**config.mk**
```make
export PLATFORM = sky130hd
export DESIGN_NAME = nfps_cell
export DESIGN_NICKNAME = d
export VERILOG_FILES = /design/src/rtl/core/nfps_pkg.sv /design/src/rtl/core/nfps_cell.sv
export SDC_FILE = /design/constraint.sdc
export NUM_CORES = 2
export LEC_CHECK = 0
export BUFFER_PORTS_ARGS = -buffer_cell sky130_fd_sc_hd__buf_4
export CAP_MARGIN = 40
export CORE_MARGIN = 3
export CORE_UTILIZATION = 52
export CTS_CLUSTER_DIAMETER = 50
export DETAILED_ROUTE_END_ITERATION = 12
export GPL_TIMING_DRIVEN = 0
export HOLD_SLACK_MARGIN = 0.1
export PLACE_DENSITY_LB_ADDON = 0.12
export SETUP_SLACK_MARGIN = 0.4
export SYNTH_ARGS = -nofsm -noshare
export SYNTH_HDL_FRONTEND = slang
export SYNTH_SLANG_ARGS = --single-unit
export TNS_END_PERCENT = 30
```
**constraint.sdc**
```tcl
create_clock -name clk -period 12.8 [get_ports clk]
set_clock_uncertainty 0.2 [all_clocks]
set_input_delay 2.56 -clock clk [delete_from_list [all_inputs] [get_ports clk]]
set_output_delay 2.56 -clock clk [all_outputs]
set_load 0.03 [all_outputs]
```
**src/rtl/core/nfps_pkg.sv**
```systemverilog
// ----------------------------------------------------------------------------
// nfps_pkg
// Shared types and constants for the fixed-point Neumann solver.
// ----------------------------------------------------------------------------
`default_nettype none
package nfps_pkg;
  localparam int unsigned MAX_POINTS_DEF  = 64;
  localparam int unsigned VALUE_WIDTH_DEF = 32;
  localparam int unsigned INT_BITS        = 8;
  localparam int unsigned ADDR_W          = 4;

  localparam logic [1:0] KIND_MATRIX = 2'd0;
  localparam logic [1:0] KIND_SOURCE = 2'd1;
  localparam logic [1:0] KIND_START  = 2'd2;

  localparam logic [1:0] REG_SIZE     = 2'd0;
  localparam logic [1:0] REG_EPSILON  = 2'd1;
  localparam logic [1:0] REG_INTERVAL = 2'd2;
  localparam logic [1:0] REG_MAXITER  = 2'd3;

  localparam logic [6:0]  SIZE_RST     = 7'd64;
  localparam logic [30:0] EPSILON_RST  = 31'd1678;
  localparam logic [7:0]  INTERVAL_RST = 8'd10;
  localparam logic [15:0] MAXITER_RST  = 16'd10000;

  // Control from the sequencer to every cell.
  typedef struct packed {
    logic clear;   // start a new row: acc <- source
    logic mac;     // accumulate one product
    logic commit;  // row done: saturate into current
    logic advance; // iteration done: previous <- current
    logic init;    // start of solve: previous <- source
  } cell_ctrl_t;
endpackage
`default_nettype wire

```
**src/rtl/core/nfps_cell.sv**
```systemverilog
// ----------------------------------------------------------------------------
// nfps_cell
// One row of the solver: holds its source, previous and current element,
// accumulates one product per cycle, and shifts its previous element on.
// ----------------------------------------------------------------------------
`default_nettype none
module nfps_cell
  import nfps_pkg::*;
#(
  parameter int unsigned VW = 32
) (
  input  wire logic                 clk,
  input  wire cell_ctrl_t           ctrl,
  input  wire logic                 src_we,
  input  wire logic signed [VW-1:0] src_wdata,
  input  wire logic signed [VW-1:0] kval,      // matrix entry (row, col)
  input  wire logic signed [VW-1:0] x_in,      // previous element arriving
  output logic signed [VW-1:0]      x_out,     // previous element leaving
  output logic signed [VW-1:0]      cur,
  output logic signed [VW-1:0]      prev
);
  localparam int unsigned FB = VW - INT_BITS;
  // Room for up to 64 products plus the source without wrapping.
  localparam int unsigned AW = VW + INT_BITS + 8;

  logic signed [VW-1:0]   src_r, prev_r, cur_r, rot_r;
  logic signed [AW-1:0]   acc_r, acc_nxt;
  logic signed [2*VW-1:0] prod;
  logic signed [AW-1:0]   term;
  logic signed [AW-1:0]   vmax, vmin;

  assign prod = kval * x_in;
  // Floor drop of the fraction bits; product of two VW values fits after shift.
  assign term = AW'(prod >>> FB);
  assign vmax = AW'({1'b0, {(VW-1){1'b1}}});
  assign vmin = ~vmax;

  always_comb begin
    acc_nxt = acc_r;
    if (ctrl.clear) acc_nxt = AW'(src_r);
    else if (ctrl.mac) acc_nxt = acc_r + term;
  end

  always_ff @(posedge clk) begin
    if (src_we) src_r <= src_wdata;
    acc_r <= acc_nxt;
    if (ctrl.commit) begin
      if (acc_r > vmax) cur_r <= vmax[VW-1:0];
      else if (acc_r < vmin) cur_r <= vmin[VW-1:0];
      else cur_r <= acc_r[VW-1:0];
    end
    if (ctrl.init) begin
      prev_r <= src_r;
      rot_r  <= src_r;
    end else if (ctrl.advance) begin
      prev_r <= cur_r;
      rot_r  <= cur_r;
    end else if (ctrl.mac) begin
      rot_r <= x_in;
    end
  end

  assign x_out = rot_r;
  assign cur   = cur_r;
  assign prev  = prev_r;
endmodule
`default_nettype wire

```
# Word level (Yosys, flattened, before mapping)
# Cells that the tools add are included.
# totals
register_bits,176
elab_cells,20
# op_classes
n_addsub,1
multipliers,1
n_lt_le_gt_ge,2
mux,8
n_reduce_logical,3
# op_table
op,count
2-to-1 mux 32 bit,6
2-to-1 mux 48 bit,2
multiplier 32 x 32 -> 64 bit,1
adder 48 x 40 -> 48 bit,1
greater-than comparator 48 x 32 -> 1 bit (second input constant),1
< comparator 48 x 32 -> 1 bit (second input constant),1
nonzero test 2 bit,2
nonzero test 3 bit,1

# Longest topological paths before layout
# depth
word_depth,4
ltp_mapped,41

# Worst setup path after synthesis
# No wires, ideal clock.
# synth_timing
path_type,input to register
start,in kval[31]
end,"reg acc_r[47], data pin"
setup_time_ps,145
arrival_time_ps,11761
t_required_ps,12455
path_slack_ps,695
cell_stages,34
cell_sequence,clkbuf_1 > nand2_1 > inv_1 > fa_1 > fa_1 > fa_1 > fa_1 > inv_1 > fa_1 > inv_1 > fa_1 > inv_1 > fa_1 > inv_1 > fa_1 > ha_1 > a21o_1 > a21o_1 > a211oi_1 > o21ai_1 > a31o_2 > xor2_1 > ha_1 > o21ai_0 > nor2_1 > o21a_1 > o21ai_0 > nand4b_1 > a41o_1 > a221oi_2 > o2111ai_1 > a31oi_1 > xor3_1 > o21ai_1
# synth_between
elab_chain_cells,4
# synth_lines
item,line_no,rtl
start: declaration,nfps_cell.sv:16,"input wire logic signed [VW-1:0] kval,"
multiplier 32 x 32 -> 64 bit,nfps_cell.sv:32,assign prod = kval * x_in;
adder 48 x 40 -> 48 bit,nfps_cell.sv:41,else if (ctrl.mac) acc_nxt = acc_r + term;
2-to-1 mux 48 bit,nfps_cell.sv:41,
2-to-1 mux 48 bit,nfps_cell.sv:40,if (ctrl.clear) acc_nxt = AW'(src_r);
via acc_nxt[47],nfps_cell.sv:27,"logic signed [AW-1:0] acc_r, acc_nxt;"
end signal: assignment,nfps_cell.sv:46,acc_r <= acc_nxt;
end: declaration,nfps_cell.sv:27,
# The timed path passes the listed nets, and every way through them passes these cells. The select of a mux whose other input is x is not followed.
# A chain may end at the register's enable or synchronous reset.

# Worst setup path after layout
# layout_timing
start,in x_in[11]
end,"reg acc_r[47], data pin"
# layout_between
elab_chain_cells,4
# layout_lines
item,line_no,rtl
start: declaration,nfps_cell.sv:17,"input wire logic signed [VW-1:0] x_in,"
multiplier 32 x 32 -> 64 bit,nfps_cell.sv:32,
adder 48 x 40 -> 48 bit,nfps_cell.sv:41,
2-to-1 mux 48 bit,nfps_cell.sv:41,
2-to-1 mux 48 bit,nfps_cell.sv:40,
via acc_nxt[47],nfps_cell.sv:27,
# The timed path passes the listed nets, and every way through them passes these cells. The select of a mux whose other input is x is not followed.

==> flow_summary_export.csv <==
group,metric,value,unit
sta,final-hold-violation-count,0,
grt,track_usage,35.5,%
critical_path,r2r_end,"acc_r[47]",
yosys,synth-warning-count,0,
critical_path,r2r_slack,9.16,ns
clocking,cts_tree,"yes",
sta,totalNegativeSetupSlack,0,ns
sta,period_needed,12.29,ns
clocking,clockBufferDepth,2,
sta,final_max_slew_viol_count,0,
sta,fin_crit_sh,96.0,%
grt,grt_max_degree,33,
hold_path,min-delay-start,"acc_r[23]",
sta,tightest_slew,0.887,ns
critical_path,cpMostUsedCell,"fa_1",
final_layout,n_fill_cell,7442,
route,ant_nets,0,
yosys,seq_area_frac_synth,11.9,%
yosys,syn_area,44500,um2
clocking,cts_inserted_buffers,17,
floorplanning,initial_core_util,52.9,%
grt,grt_overflow_total,0,
clocking,cts_root_buf,"clkbuf_16",
route,vias_per_cell,5.65,
final_layout,layout.cells.most_common,"fa_1",
hold_path,hold_class,"register to register",
placement,port-buffer-count,195,
yosys,synthesis.nets,5957,
yosys,synthCells,4544,
yosys,yosysUniqueCellTypes,65,
sta,fmax,0.0813,GHz
critical_path,crit_slowest_cell,"fa_2",
flow_run,cap_violations,0,
critical_path,regToRegStartpoint,"acc_r[1]",
final_layout,drive_above_1_share,12.3,%
yosys,synth-main-ff-cell,"edfxtp_1",
yosys,synth_edf_count,176,
floorplanning,core.rowCount,106,
route,drc,0,
final_layout,area_growth,12.1,%
critical_path,r2r.worst_path.cells,12,
route,dr.pass1.iters,5,
yosys,syn_area_per_cell,9.80,um2
critical_path,worst-endpoint-required,12.89,ns
critical_path,slowest_delay,0.61,ns
clocking,cts.sinks,176,
hold_path,hold_end,"cur[23]",
sta,setup_violations,0,
floorplanning,core-area,84200,um2
clocking,h-tree-depth,4,
final_layout,mostFrequentLayoutCells,"fa_1, inv_1, nand2_1",
hold_path,hold_depth,1,
floorplanning,die_area,89200,um2
clocking,ctsHoldBuffers,0,
clocking,clock_latency,0.44,ns
placement,dpl.hpwl,132000,um
critical_path,crit_arrival,12.38,ns
sta,rsz0062_at_grt,"true",
route,drt_iter0_markers,2998,
critical_path,crit_type,"input port to register",
yosys,ys_seq_elements,176,
sta,relSlewSlack,40.8,%
placement,place.gp.congestion,0.995,
route,via_count,33800,
critical_path,end_kind,"register",
clocking,clkTransAtPathRegs,0.07,ns
route,drt-wirelength-per-cell,25.8,um
floorplanning,die-width,299,um
final_layout,final_net_count,6248,
critical_path,worst-path-max-fanout,10,
critical_path,worst_setup_path_start_kind,"input port",
sta,holdWs,0.360,ns
floorplanning,fp.dieH,299,um
grt,antenna_found_initial,5,
route,routed_wl,155000,um
floorplanning,ios,199,
yosys,async_flop_share,0,%
outcome,status,"finished clean",
grt,grt_pass1_wl,232000,um
final_layout,utilization,59.3,%
grt,grt_pass1_vias,35400,
-- worst max path at each step --
stage / startpoint / to / slack [ns] / cells past startpoint
floorplan: kval[31] / acc_r[47] / 0.69 / 34
global placement: x_in[5] / acc_r[47] / -1.63 / 36
detailed placement: x_in[5] / acc_r[46] / -1.65 / 33
CTS: x_in[16] / acc_r[47] / 0.40 / 39
global route: kval[31] / acc_r[47] / 0.24 / 36
finish: x_in[11] / acc_r[47] / 0.51 / 37
-- cell families (layout without fill, tap and decap cells) --
logic type                 count (synthesis)  count (layout)  share of synthesized area (%)
and+or+nand+nor                         1266            1266                           13.9
other                                      0               9                              0
xor gates and xnor gates                  98              98                           1.96
muxes                                     35              35                          0.792
buffers and inverters                   1221            1523                           10.3
adders and majority gates               1310            1310                           55.1
DFF                                      176             176                           11.9
AOI/OAI and AO/OA                        438             438                           6.13
-- registers in the layout (all words and copies together) (netlist names) --
signal / flops
x_out: 32
src_r: 32
cur: 32
acc_r: 48
prev: 32
-- layout make-up --
type	instances	area, um2	share of cell area (%)
Multi-Input combinational cell	3147	35300	70.7
Sequential cell	176	5290	10.6
Inverter	985	3710	7.43
Timing Repair Buffer	272	2280	4.58
Tap cell	1134	1420	2.84
Buffer	236	1360	2.73
Clock buffer	17	425	0.853
Clock inverter	13	129	0.258
Antenna cell	9	22.5	0.0451
-- layer usage --
layer | global-route usage (%) | vias up | part of all wire, %
met2 | 55.9 | 1760 | 46
met4 | 16.4 | 4 | 6.0
met3 | 8.09 | 397 | 10
met1 | 47.2 | 17500 | 38
li1 | - | 14200 | -
met5 | 0 | - | 0.045
-- what timing repair did --
action,4_1_cts,5_1_grt
gates cloned,0,1
setup buffers,12,28
pin swaps,11,44
gates resized for setup,249,233
setup endpoints to repair,32,23
-- through the flow --
stage / cells / area, um2 / setup WS [ns]
after detailed placement: 5909 / 47900 / -1.65
after floorplan: 4544 / 44500 / 0.695
final: 5989 / 49900 / 0.506
after global placement: 5873 / 47400 / -1.63
after CTS: 5951 / 49100 / 0.403
after global routing: 5980 / 49900 / 0.241
-- Yosys cell counts, types with 5 or more instances --
master / n / area, um2
nand3_1: 18 / 90.1
o21bai_1: 11 / 82.6
inv_1: 985 / 3700
o21ai_0: 154 / 771
o21a_1: 9 / 67.6
and3_1: 11 / 68.8
or2_2: 5 / 31.3
a21oi_1: 90 / 450
and2_1: 459 / 2870
fa_1: 1082 / 21700
a31oi_1: 13 / 81.3
nor2b_1: 11 / 68.8
clkbuf_1: 231 / 867
and4_1: 6 / 52.6
xnor2_1: 58 / 508
o31ai_1: 5 / 37.5
mux2i_1: 33 / 330
nand4_1: 19 / 119
a21o_1: 86 / 646
o21ai_1: 5 / 25.0
o211ai_1: 6 / 45.0
nor2_1: 55 / 206
ha_1: 228 / 2850
nand2b_1: 21 / 131
xor2_1: 39 / 342
a211oi_1: 10 / 75.1
nand2_1: 640 / 2400
nor4_1: 10 / 62.6
buf_1: 5 / 18.8
edfxtp_1: 176 / 5290
-- worst max-delay path, delay by kind of cell --
family / cells / cell delay (ns)
adders and majority gates: 10 / 4.86
AOI/OAI and AO/OA: 17 / 3.22
buffers and inverters: 5 / 0.72
xor gates and xnor gates: 2 / 0.57
and+or+nand+nor: 3 / 0.44
Power is left out: the tool's default activity adds up to more than one toggle a clock period on the data nets, which glitch-free logic cannot reach.
